`src/rtl/core/tcpc_pkg.sv`:
```
// ----------------------------------------------------------------------------
// tcpc_pkg: shared types and constants of the timed cover position controller
// Codes, field widths and the request/response structs of the serial unit.
// ----------------------------------------------------------------------------
package tcpc_pkg;

  localparam int POS_W    = 7;
  localparam int TICK_W   = 18;
  localparam int TRAVEL_W = 8;
  localparam int PERIOD_W = 10;
  localparam int CFG_AW   = 2;
  localparam int CFG_DW   = 10;

  // serial arithmetic unit
  localparam int ARITH_W   = 28;  // dividend / product width
  localparam int DVS_W     = 12;  // divisor / multiplier width
  localparam int STEP_W    = 5;
  localparam int DIV_STEPS = 28;
  localparam int MUL_STEPS = 12;

  localparam logic [POS_W-1:0]  POS_MAX  = 7'd100;
  localparam logic [TICK_W-1:0] TICK_MAX = 18'h3FFFF;

  localparam logic [TRAVEL_W-1:0] OPEN_TRAVEL_RST  = 8'd25;
  localparam logic [TRAVEL_W-1:0] CLOSE_TRAVEL_RST = 8'd24;
  localparam logic [PERIOD_W-1:0] TICK_PERIOD_RST  = 10'd250;

  // item kinds
  localparam logic [1:0] OP_RUN  = 2'd0;
  localparam logic [1:0] OP_STOP = 2'd1;
  localparam logic [1:0] OP_TICK = 2'd2;

  // motion state codes
  localparam logic [1:0] MS_OPENING = 2'd0;
  localparam logic [1:0] MS_CLOSING = 2'd1;
  localparam logic [1:0] MS_STOPPED = 2'd2;

  // register indexes
  localparam logic [CFG_AW-1:0] REG_OPEN_TRAVEL  = 2'd0;
  localparam logic [CFG_AW-1:0] REG_CLOSE_TRAVEL = 2'd1;
  localparam logic [CFG_AW-1:0] REG_TICK_PERIOD  = 2'd2;

  typedef struct packed {
    logic               start;
    logic               div;    // 1 divide, 0 multiply
    logic [ARITH_W-1:0] opa;    // dividend or multiplicand
    logic [DVS_W-1:0]   opb;    // divisor or multiplier
  } tcpc_arith_req_t;

  typedef struct packed {
    logic               busy;
    logic               done;   // one-cycle pulse
    logic [ARITH_W-1:0] result;
  } tcpc_arith_rsp_t;

  function automatic logic [TRAVEL_W-1:0] nz_travel(logic [TRAVEL_W-1:0] v);
    return (v == '0) ? TRAVEL_W'(1) : v;
  endfunction

  function automatic logic [PERIOD_W-1:0] nz_period(logic [PERIOD_W-1:0] v);
    return (v == '0) ? PERIOD_W'(1) : v;
  endfunction

endpackage

```
`src/rtl/core/tcpc_serial_arith.sv`:
```
// ----------------------------------------------------------------------------
// tcpc_serial_arith: bit-serial multiply / divide unit
// Shift-add multiply (one multiplier bit per cycle) and restoring divide
// (one quotient bit per cycle), sharing one accumulator.
// ----------------------------------------------------------------------------
module tcpc_serial_arith import tcpc_pkg::*; (
  input  logic            clk,
  input  logic            rst,
  input  tcpc_arith_req_t req,
  output tcpc_arith_rsp_t rsp
);

  logic               busy;
  logic               done;
  logic               is_div;
  logic [ARITH_W-1:0] acc;   // product, or dividend shifting into quotient
  logic [ARITH_W-1:0] aux;   // shifted multiplicand, or partial remainder
  logic [DVS_W-1:0]   opb;
  logic [STEP_W-1:0]  cnt;

  logic [DVS_W:0] rem_shift;
  logic [DVS_W:0] rem_diff;
  logic           rem_ge;

  always_comb begin
    rem_shift = {aux[DVS_W-1:0], acc[ARITH_W-1]};
    rem_diff  = rem_shift - {1'b0, opb};
    rem_ge    = (rem_shift >= {1'b0, opb});
  end

  always_ff @(posedge clk) begin
    if (rst) begin
      busy <= 1'b0;
      done <= 1'b0;
    end else begin
      done <= 1'b0;
      if (req.start) begin
        busy   <= 1'b1;
        is_div <= req.div;
        opb    <= req.opb;
        if (req.div) begin
          cnt <= STEP_W'(DIV_STEPS - 1);
          acc <= req.opa;
          aux <= '0;
        end else begin
          cnt <= STEP_W'(MUL_STEPS - 1);
          acc <= '0;
          aux <= req.opa;
        end
      end else if (busy) begin
        if (is_div) begin
          aux <= {{(ARITH_W-DVS_W){1'b0}},
                  (rem_ge ? rem_diff[DVS_W-1:0] : rem_shift[DVS_W-1:0])};
          acc <= {acc[ARITH_W-2:0], rem_ge};
        end else begin
          if (opb[0]) acc <= acc + aux;
          aux <= {aux[ARITH_W-2:0], 1'b0};
          opb <= {1'b0, opb[DVS_W-1:1]};
        end
        if (cnt == '0) begin
          busy <= 1'b0;
          done <= 1'b1;
        end else begin
          cnt <= cnt - 1'b1;
        end
      end
    end
  end

  assign rsp.busy   = busy;
  assign rsp.done   = done;
  assign rsp.result = acc;

endmodule

```
`src/rtl/core/timed_cover_position_controller_unit.sv`:
```
// ----------------------------------------------------------------------------
// timed_cover_position_controller_unit: dead-reckoning roller-cover control
// Sequence to m_tvalid: a tick without stop, idle stop, equal-target run or
//   unused code goes straight to the result; a halt runs a multiply then a divide;
//   a run to a new target runs a divide, a multiply and a divide.
// Throughput: one transaction at a time; the input opens again as the result is loaded,
//   so a new input is taken while a result waits; a stalled m_tready holds ST_EMIT.
// Reset (rst, sync, active high): motor off, position 0, config to defaults.
// ----------------------------------------------------------------------------
module timed_cover_position_controller_unit import tcpc_pkg::*; (
  input  logic              clk,
  input  logic              rst,
  // input stream
  input  logic              s_tvalid,
  output logic              s_tready,
  input  logic [7:0]        s_tdata,    // [6:0] set_point, [7] zero
  input  logic [1:0]        s_tuser,    // [1:0] op
  // result stream
  output logic              m_tvalid,
  input  logic              m_tready,
  output logic [31:0]       m_tdata,    // [0] motor_on, [1] motor_dir,
                                        // [3:2] motion_state, [10:4] position,
                                        // [28:11] elapsed_ticks,
                                        // [29] run_finished, [31:30] zero
  // configuration writes
  input  logic              cfg_we,
  input  logic [CFG_AW-1:0] cfg_addr,
  input  logic [CFG_DW-1:0] cfg_wdata
);

  typedef enum logic [2:0] {
    ST_IDLE,
    ST_DIV_RATE,   // T*1000 / P
    ST_MUL_DIST,   // rate * delta
    ST_DIV_PCT,    // / 100
    ST_MUL_TIME,   // P * ticks
    ST_DIV_MOVE,   // / (T*10)
    ST_EMIT
  } state_t;

  state_t state;

  // configuration
  logic [TRAVEL_W-1:0] open_travel;
  logic [TRAVEL_W-1:0] close_travel;
  logic [PERIOD_W-1:0] tick_period;

  // controller state
  logic [POS_W-1:0]  cur_position;
  logic [POS_W-1:0]  goal_position;
  logic [TICK_W-1:0] tick_count;
  logic [TICK_W-1:0] stop_threshold;
  logic              closing_dir;
  logic [1:0]        run_state;
  logic              running;
  logic              finished;
  logic [POS_W-1:0]  delta;

  tcpc_arith_req_t arith_req;
  tcpc_arith_rsp_t arith_rsp;

  tcpc_serial_arith u_arith (
    .clk (clk),
    .rst (rst),
    .req (arith_req),
    .rsp (arith_rsp)
  );

  // item decode
  logic              in_fire;
  logic [POS_W-1:0]  target_sat;
  logic              new_closing;
  logic [POS_W-1:0]  new_delta;
  logic [TICK_W-1:0] tick_inc;
  logic [PERIOD_W-1:0] period_nz;
  logic [TRAVEL_W-1:0] travel_new;   // travel time for the direction being set
  logic [TRAVEL_W-1:0] travel_cur;   // travel time for the running direction
  logic [TICK_W-1:0]   rate_num;     // T * 1000, max 255000
  logic [DVS_W-1:0]    move_dvs;     // T * 10, max 2550
  logic [ARITH_W-1:0]  moved;
  logic [POS_W-1:0]    pos_halt;
  logic [TICK_W-1:0]   thr_sat;
  logic                run_go;       // run to a new target
  logic                halt_go;      // stop, or tick reaching the threshold
  logic                arith_go;     // start the serial unit next cycle
  logic                emit_load;    // result goes into the output register

  always_comb begin
    in_fire     = s_tvalid && s_tready;
    target_sat  = (s_tdata[POS_W-1:0] > POS_MAX) ? POS_MAX : s_tdata[POS_W-1:0];
    new_closing = (target_sat < cur_position);
    new_delta   = new_closing ? (cur_position - target_sat) : (target_sat - cur_position);
    tick_inc    = (tick_count == TICK_MAX) ? tick_count : (tick_count + 1'b1);
    period_nz   = nz_period(tick_period);
    travel_new  = nz_travel(new_closing ? close_travel : open_travel);
    travel_cur  = nz_travel(closing_dir ? close_travel : open_travel);
    rate_num    = TICK_W'(travel_new) * TICK_W'(1000);
    move_dvs    = DVS_W'(travel_cur) * DVS_W'(10);

    // distance covered, clamped to the travel range
    moved = arith_rsp.result;
    if (!closing_dir) begin
      if (moved >= ARITH_W'(POS_MAX - cur_position)) pos_halt = POS_MAX;
      else pos_halt = cur_position + moved[POS_W-1:0];
    end else begin
      if (moved >= ARITH_W'(cur_position)) pos_halt = '0;
      else pos_halt = cur_position - moved[POS_W-1:0];
    end

    thr_sat = (arith_rsp.result > ARITH_W'(TICK_MAX)) ? TICK_MAX
                                                      : arith_rsp.result[TICK_W-1:0];

    // serial unit kick: from an accepted item, or chaining the next step
    run_go   = (s_tuser == OP_RUN) && (target_sat != cur_position);
    halt_go  = running && ((s_tuser == OP_STOP) ||
                           ((s_tuser == OP_TICK) && (tick_inc >= stop_threshold)));
    arith_go = ((state == ST_IDLE) && in_fire && (run_go || halt_go)) ||
               (arith_rsp.done && ((state == ST_DIV_RATE) || (state == ST_MUL_DIST) ||
                                   (state == ST_MUL_TIME)));

    emit_load = (state == ST_EMIT) && (!m_tvalid || m_tready);
  end

  assign s_tready = (state == ST_IDLE) && !rst;

  always_ff @(posedge clk) begin
    if (rst) begin
      state          <= ST_IDLE;
      open_travel    <= OPEN_TRAVEL_RST;
      close_travel   <= CLOSE_TRAVEL_RST;
      tick_period    <= TICK_PERIOD_RST;
      cur_position   <= '0;
      goal_position  <= '0;
      tick_count     <= '0;
      stop_threshold <= '0;
      closing_dir    <= 1'b0;
      run_state      <= MS_OPENING;
      running        <= 1'b0;
      finished       <= 1'b0;
      m_tvalid       <= 1'b0;
      arith_req.start <= 1'b0;
    end else begin
      arith_req.start <= arith_go;

      if (cfg_we) begin
        unique case (cfg_addr)
          REG_OPEN_TRAVEL:  open_travel  <= cfg_wdata[TRAVEL_W-1:0];
          REG_CLOSE_TRAVEL: close_travel <= cfg_wdata[TRAVEL_W-1:0];
          REG_TICK_PERIOD:  tick_period  <= cfg_wdata[PERIOD_W-1:0];
          default: ;
        endcase
      end

      // output register: load when free, clear once taken
      if (emit_load) m_tvalid <= 1'b1;
      else if (m_tready) m_tvalid <= 1'b0;

      unique case (state)
        ST_IDLE: begin
          if (in_fire) begin
            finished <= 1'b0;
            case (s_tuser)
              OP_RUN: begin
                if (target_sat != cur_position) begin
                  goal_position   <= target_sat;
                  tick_count      <= '0;
                  closing_dir     <= new_closing;
                  run_state       <= new_closing ? MS_CLOSING : MS_OPENING;
                  running         <= 1'b1;
                  delta           <= new_delta;
                  arith_req.div   <= 1'b1;
                  arith_req.opa   <= ARITH_W'(rate_num);
                  arith_req.opb   <= DVS_W'(period_nz);
                  state           <= ST_DIV_RATE;
                end else begin
                  state <= ST_EMIT;
                end
              end
              OP_STOP: begin
                if (running) begin
                  arith_req.div   <= 1'b0;
                  arith_req.opa   <= ARITH_W'(tick_count);
                  arith_req.opb   <= DVS_W'(period_nz);
                  state           <= ST_MUL_TIME;
                end else begin
                  state <= ST_EMIT;
                end
              end
              OP_TICK: begin
                if (running) begin
                  tick_count <= tick_inc;
                  if (tick_inc >= stop_threshold) begin
                    arith_req.div   <= 1'b0;
                    arith_req.opa   <= ARITH_W'(tick_inc);
                    arith_req.opb   <= DVS_W'(period_nz);
                    state           <= ST_MUL_TIME;
                  end else begin
                    state <= ST_EMIT;
                  end
                end else begin
                  state <= ST_EMIT;
                end
              end
              default: state <= ST_EMIT;  // unused code: no change
            endcase
          end
        end

        ST_DIV_RATE: begin
          if (arith_rsp.done) begin
            arith_req.div   <= 1'b0;
            arith_req.opa   <= arith_rsp.result;
            arith_req.opb   <= DVS_W'(delta);
            state           <= ST_MUL_DIST;
          end
        end

        ST_MUL_DIST: begin
          if (arith_rsp.done) begin
            arith_req.div   <= 1'b1;
            arith_req.opa   <= arith_rsp.result;
            arith_req.opb   <= DVS_W'(POS_MAX);
            state           <= ST_DIV_PCT;
          end
        end

        ST_DIV_PCT: begin
          if (arith_rsp.done) begin
            stop_threshold <= thr_sat;
            state          <= ST_EMIT;
          end
        end

        ST_MUL_TIME: begin
          if (arith_rsp.done) begin
            arith_req.div   <= 1'b1;
            arith_req.opa   <= arith_rsp.result;
            arith_req.opb   <= move_dvs;
            state           <= ST_DIV_MOVE;
          end
        end

        ST_DIV_MOVE: begin
          if (arith_rsp.done) begin
            cur_position <= pos_halt;
            running      <= 1'b0;
            run_state    <= MS_STOPPED;
            finished     <= 1'b1;
            state        <= ST_EMIT;
          end
        end

        ST_EMIT: begin
          // hold until the output register is free
          if (emit_load) begin
            m_tdata  <= {2'b00, finished, tick_count, cur_position,
                         run_state, closing_dir, running};
            state    <= ST_IDLE;
          end
        end

        default: state <= ST_IDLE;
      endcase
    end
  end

  // --------------------------------------------------------------------------
  // Assertions
  // --------------------------------------------------------------------------
  // the serial unit is never mid-operation while a new transaction is taken
  a_idle_arith_free: assert property (@(posedge clk) disable iff (rst)
    s_tready |-> !arith_rsp.busy)
    else $error("arith unit busy while accepting input");

  // a transaction closes the input until its result is loaded
  a_one_at_a_time: assert property (@(posedge clk) disable iff (rst)
    in_fire |=> !s_tready)
    else $error("input accepted twice without emitting a result");

  // a finish pulse always reports the motor off and the stopped state
  a_finish_stopped: assert property (@(posedge clk) disable iff (rst)
    (m_tvalid && m_tdata[29]) |-> (!m_tdata[0] && m_tdata[3:2] == MS_STOPPED))
    else $error("run_finished with motor still on");

  // the position estimate stays within the travel range
  a_pos_range: assert property (@(posedge clk) disable iff (rst)
    cur_position <= POS_MAX)
    else $error("position out of range");

  // a stored goal never exceeds the travel range
  a_goal_range: assert property (@(posedge clk) disable iff (rst)
    $past(in_fire) |-> goal_position <= POS_MAX)
    else $error("goal position out of range");

endmodule

```
`config.mk`:
```
export PLATFORM = sky130hd
export DESIGN_NAME = timed_cover_position_controller_unit
export DESIGN_NICKNAME = d
export VERILOG_FILES = /design/src/rtl/core/tcpc_pkg.sv /design/src/rtl/core/tcpc_serial_arith.sv /design/src/rtl/core/timed_cover_position_controller_unit.sv
export SDC_FILE = /design/constraint.sdc
export NUM_CORES = 1
export LEC_CHECK = 0
export ABC_AREA = 1
export BUFFER_PORTS_ARGS = -buffer_cell sky130_fd_sc_hd__buf_2
export CORE_MARGIN = 5
export CORE_UTILIZATION = 60
export CTS_CLUSTER_DIAMETER = 60
export DETAILED_ROUTE_END_ITERATION = 6
export PLACE_DENSITY_LB_ADDON = 0.1
export RECOVER_POWER = 100
export SLEW_MARGIN = 0
export SYNTH_ARGS = -nofsm -noshare
export SYNTH_HDL_FRONTEND = slang
export SYNTH_SLANG_ARGS = --single-unit
```
`constraint.sdc`:
```
create_clock -name clk -period 7.6 [get_ports clk]
set_input_delay 1.14 -clock clk [delete_from_list [all_inputs] [get_ports clk]]
set_output_delay 1.14 -clock clk [all_outputs]
set_load 0.01 [all_outputs]
```
Yosys cells after proc, flatten, opt, wreduce, memory -nomap -nowiden
Cells that the tools add are included.
{ "op_classes": {"addsub": 9, "multipliers": 2, "order_cmp": 7, "n_eq_ne": 30, "mux": 74, "n_bitwise": 2, "reduce_logical": 50} }
{ "op_table": {"columns": ["op", "n"], "rows": [
  ["41-bit two-way mux", 8],
  ["28-bit two-way mux", 9],
  ["41-bit case mux with 4 select lines", 1],
  ["41-bit case mux with 3 select lines", 1],
  ["18-bit two-way mux", 4],
  ["12-bit two-way mux", 4],
  ["18-bit case mux with 2 select lines", 1],
  ["7-bit two-way mux", 5],
  ["8-bit two-way mux", 4],
  ["28-bit adder", 1],
  ["28-bit >= comparator", 1],
  ["28-bit by 7-bit >= comparator with 1-bit output", 1],
  ["28-bit by 18-bit greater-than comparator with 1-bit output (second input constant)", 1],
  ["3-bit two-way mux", 8],
  ["7-bit subtractor", 3],
  ["5-bit two-way mux", 4],
  ["18-bit by 1-bit adder with 18-bit output (second input constant)", 1],
  ["18-bit equality test (second input constant)", 1],
  ["18-bit >= comparator", 1],
  ["3-bit case mux with 6 select lines", 1],
  ["8-bit logical NOT", 2],
  ["8-bit by 7-bit multiplier with 15-bit output (second input constant)", 1],
  ["3-bit AND reduction", 5],
  ["5-bit AND reduction", 3],
  ["other kinds (41)", 103]
]} }
{ "totals": {"ff_bits": 233, "in_bits": 27, "output_inout_bits": 34} }

Depth between registers and ports, before layout
{ "logic_depth": {"ltp_word": 11, "mapped_depth": 36, "mapped_depth_nobuf": 35} }

Hierarchy
Synthesis repeated with hierarchy kept, for this count alone.
{ "unflattened": {"cells_unflattened": 2424, "area_unflattened_um2": 17875.9} }
{ "by_module_without_submodules": {"columns": ["mod", "n_inst", "cells_each", "area_each_um2", "seq_area_each_um2"], "rows": [
  ["timed_cover_position_controller_unit", 1, 1466, 11473.5, 3923.8],
  ["tcpc_serial_arith", 1, 958, 6402.4, 2262.2]
]} }

Worst setup path before layout
Ideal clock, no wire load.
{ "synth_path": {"path_kind": "in2reg", "start": "input s_tdata[1]", "end": "register arith_req[27] (netlist bit), data pin", "setup_time_ps": 254, "arrival_time_ps": 6465, "path_slack_ps": 880, "cell_stages": 33, "n_path_buf": 0, "cell_sequence": "o21ai_0 -> nand3_1 -> nand3_1 -> inv_1 -> nor2_1 -> inv_1 -> ha_1 -> a21oi_1 -> o21ai_2 -> nand2_2 -> nand2_4 -> o21ai_0 -> nor2_1 -> nand2_1 -> nand2_2 -> nand2_1 -> nand2_1 -> ha_1 -> nor2_1 -> fa_1 -> fa_1 -> inv_1 -> fa_1 -> ha_1 -> a21oi_1 -> o21ai_0 -> inv_1 -> a21oi_1 -> or2_2 -> nand2_1 -> nand2_1 -> nor2_1 -> nor2_1"} }
{ "synth_between": {"elab_chain_cells": 11} }
{ "synth_rtl": {"columns": ["item", "line", "text"], "rows": [
  ["start: declaration", "timed_cover_position_controller_unit.sv:16", "input logic [7:0] s_tdata,"],
  ["7-bit greater-than comparator", "timed_cover_position_controller_unit.sv:90", "target_sat = (s_tdata[POS_W-1:0] > POS_MAX) ? POS_MAX : s_tdata[POS_W-1:0];"],
  ["7-bit two-way mux *", "timed_cover_position_controller_unit.sv:90", null],
  ["7-bit less-than comparator *", "timed_cover_position_controller_unit.sv:91", "new_closing = (target_sat < cur_position);"],
  ["8-bit two-way mux *", "timed_cover_position_controller_unit.sv:95", "travel_new = nz_travel(new_closing ? close_travel : open_travel);"],
  ["8-bit logical NOT", "tcpc_pkg.sv:57", "return (v == '0) ? TRAVEL_W'(1) : v;"],
  ["8-bit two-way mux *", "tcpc_pkg.sv:57", null],
  ["8-bit by 7-bit multiplier with 15-bit output *", "timed_cover_position_controller_unit.sv:97", "rate_num = TICK_W'(travel_new) * TICK_W'(1000);"],
  ["41-bit two-way mux *", "timed_cover_position_controller_unit.sv:164", "if (target_sat != cur_position) begin"],
  ["41-bit case mux with 3 select lines *", "timed_cover_position_controller_unit.sv:162", "case (s_tuser)"],
  ["41-bit two-way mux *", "timed_cover_position_controller_unit.sv:160", "if (in_fire) begin"],
  ["41-bit case mux with 4 select lines *", "timed_cover_position_controller_unit.sv:158", "unique case (state)"],
  ["end: declaration", "timed_cover_position_controller_unit.sv:59", "tcpc_arith_req_t arith_req;"]
]} }
Mark *: on every way between the ends. The rest lies on a longest branch, timed or not. The select of a mux whose other input is x is not followed.
A chain may end at the register's enable or synchronous reset.

Worst setup path after layout
{ "layout_path": {"start": "input s_tdata[1]", "end": "register arith_req[28] (netlist bit), data pin"} }
The elaborated chain is that of the path after synthesis.

==> flow_metrics.tcl <==
set metrics [dict create \
    outcome "finished, violations left" \
    failed_checks "max-capacitance violations, max-slew violations" \
    clockBufferDepth 3 \
    finalWorstPathRequiredPeriod_ps 6880 \
    numClockSinks 233 \
    final-instance-count-excl-fill 2655 \
    layout_setup_ws_ps 721 \
    die_x_um 179 \
    synth_cells 2198 \
    finClkSkew_ps 15.6 \
    hold_buffers 0 \
    root_buffer "clkbuf_16" \
    r2r_slack_ps 1170 \
    post-cts-setup-buffer-count 0 \
    final_nets 2477 \
    rsz0062_at_grt "false" \
    ir_drop_v 0.000206 \
    synth_mux_area_share_pct 0.175 \
    r2r-end "arith_req[28]" \
    reg2reg_depth 30 \
    grt_antenna_before_repair 0 \
    cap_violations 4 \
    synth_top_family_by_area "simple AND/OR/NAND/NOR gates" \
    setup_viol 0 \
    synth_area_um2 17200 \
    ys_ff_latch 233 \
    tightestPinTransition_ps 3160 \
    synthXorXnorAreaFrac_pct 2.81 \
    gr-usage-all-layers_pct 31.1 \
    grt_pass1_wl_um 78800 \
    cp_slowest_cell "fa_1" \
    synth_compound_area_share_pct 15.0 \
    post-route-drc-count 0 \
    utilization_pct 65.5 \
    portBuffers 57 \
    io_pins 61 \
    dpl.cell_count 2603 \
    core_um2 28500 \
    wl_per_cell_um 18.8 \
    synth_area_per_cell_um2 7.81 \
    die_area_um2 32100 \
    drt_iter0_drc 1300 \
    cts_tree "built" \
    hold_path_class "flop to flop" \
    initial_core_util_pct 60.3 \
    dpl_worst_slack_ps 301 \
    grt_pass1_vias 14809 \
    netlist-cell-type-count 55 \
    vias_per_cell 5.80 \
    cp.required_ps 7910 \
    die_h_um 179 \
    diodes 0 \
    fmax_ghz 0.145 \
    synth_top_area_share_pct 26.6 \
    hp-start "run_state[1]" \
    p_leak_uw 0.00840 \
    path_class "primary input to flop" \
    globalRouteOverflowTotal 0 \
    synth-adder-area-share_pct 15.9 \
    finalMaxSlewViolations 159 \
    first_pass_iters 5 \
    crit_family "adder cells" \
    hold_depth 0 \
    antenna_left 0 \
    fin_worst_hold_slack_ps 436 \
    crit_path_start_kind "primary input" \
    area_growth_pct 8.65 \
    min_to "m_tdata[3]" \
    synth_seq_area_share_pct 36.0 \
    cts_buffers 28 \
    synth_warnings 0 \
    synthTopCellsByArea "edfxtp_1, ha_1, nand2_1" \
    yosys.area.top_type "edfxtp_1" \
    fillCellCount 2569 \
    path_max_fanout 19 \
    yosys.area_share.simple_pct 21.5 \
    ctsResizeCount 0 \
    num_vias 15410 \
    r2r-start "cur_position[5]" \
    clock_latency_ps 560 \
    critPathCaptureType "flop" \
    drive_gt1_share_pct 5.06 \
    slew_headroom_pct -110 \
    timing.setup.tns_ps 0 \
    finalHoldViolCount 0 \
    cts.clk_slew.worst_paths_ps 60 \
    powerDensity_nw_per_um2 234 \
    htreeDepth 1 \
    cpPeakStageDelay_ps 510 \
    worstPathArrival_ps 7180 \
    cp_common_cell "nand2_1" \
    wl_um 49800 \
    rows 62 \
    globalplace.congestion 0.979 \
    min_period_over_period_pct 90.5 \
    grt_max_degree 74 \
    cp_num_buf_inv 6 \
    dpl.hpwl_um 38100 \
]
==> cell usage in the layout (no fill, tap or decap), drive strengths merged, types with 4 or more instances in the layout <==
| master | count |
|---|---|
| a211oi | 4 |
| a21o | 7 |
| a21oi | 154 |
| a31oi | 26 |
| buf | 30 |
| clkbuf | 77 |
| clkinv | 14 |
| dfxtp | 81 |
| edfxtp | 152 |
| fa | 28 |
| ha | 173 |
| inv | 321 |
| nand2 | 520 |
| nand3 | 110 |
| nand3b | 4 |
| nand4 | 23 |
| nor2 | 175 |
| nor3 | 28 |
| o211ai | 19 |
| o21a | 5 |
| o21ai | 181 |
| o21bai | 17 |
| o221ai | 10 |
| o22ai | 21 |
| or2 | 7 |
| xnor2 | 17 |
| xor2 | 38 |
==> cells in the mapped netlist (all sizes together) <==
cell type and count:
edfxtp 152, o31a 1, fa 28, a211oi 4, o41ai 1, inv 318
o21a 5, o211ai 19, a22oi 3, xnor2 17, dfxtp 81, and3 2
a21o 7, nor3b 1, a31oi 26, o22ai 21, nand4 23, xor2 38
nand3b 4, nor3 28, o21bai 17, nor2 175, o31ai 3, nor4 3
a221oi 1, mux2i 3, clkbuf 36, clkinv 4, nand2 520, a21boi 3
buf 16, nand3 110, or2 7, o221ai 10, o32ai 1, o21ai 181
nand2b 1, conb 1, ha 173, a21oi 154
==> per-layer routing <==
layer | vias to the layer above | global-route usage, % | part of all wire [%]
met5 | - | 0 | 0
met4 | 0 | 8.47 | 2.5
met3 | 95 | 5.61 | 8.3
met2 | 596 | 49.4 | 45
met1 | 7245 | 43.9 | 44
li1 | 7474 | - | -
==> power by group <==
group	internal (µW)	leakage (µW)	total [µW]	switching, µW
combinational	466	0.00590	1430	964
clock	821	0.000465	1380	564
sequential	1500	0.00204	1560	65.5
==> cells by family (layout without fill, tap and decap cells) <==
group,Yosys count,after routing
DFF,233,233
muxes,3,3
other,1,2
adders and majority gates,201,201
xor gates and xnor gates,55,55
buffers and inverters,374,446
AOI/OAI and AO/OA,457,457
and+or+nand+nor,874,874
==> worst max-delay path by stage <==
stage | from | end | slack (ps) | cells after the start
after CTS | s_tdata[1] | arith_req[28] | 850 | 36
after global routing | s_tdata[1] | arith_req[28] | 140 | 36
final | s_tdata[1] | arith_req[28] | 720 | 36
after detailed placement | s_tdata[1] | arith_req[28] | 300 | 36
after floorplan | s_tdata[1] | arith_req[27] | 880 | 33
after global placement | s_tdata[1] | arith_req[28] | 290 | 36
==> sequential cells by signal, indices dropped and copies added (netlist names), 2 cells and up <==
name            count
u_arith.opb        12
stop_threshold     18
u_arith.aux        28
cur_position        7
run_state           2
open_travel         8
tick_count         18
u_arith.cnt         5
m_tdata            30
tick_period        10
arith_req          42
u_arith.acc        28
delta               7
close_travel        8
state               3
==> through the flow <==
stage | power [µW] | instance area (µm²)
finish | 4380 | 18700
detailed placement | 3000 | 17800
floorplan | 2580 | 17200
global placement | 2970 | 17800
CTS | 4370 | 18800
global route | 4630 | 18700
==> final cells by class <==
cell class | count | area [µm²] | share of cell area (%)
multi-input combinational | 1592 | 9510 | 51.0
sequential | 233 | 6190 | 33.2
inverter | 322 | 1210 | 6.49
clock buffer | 35 | 769 | 4.12
tap | 384 | 480 | 2.58
timing repair buffer | 72 | 329 | 1.76
clock inverter | 17 | 173 | 0.925
(Power assumes the default switching activity.)
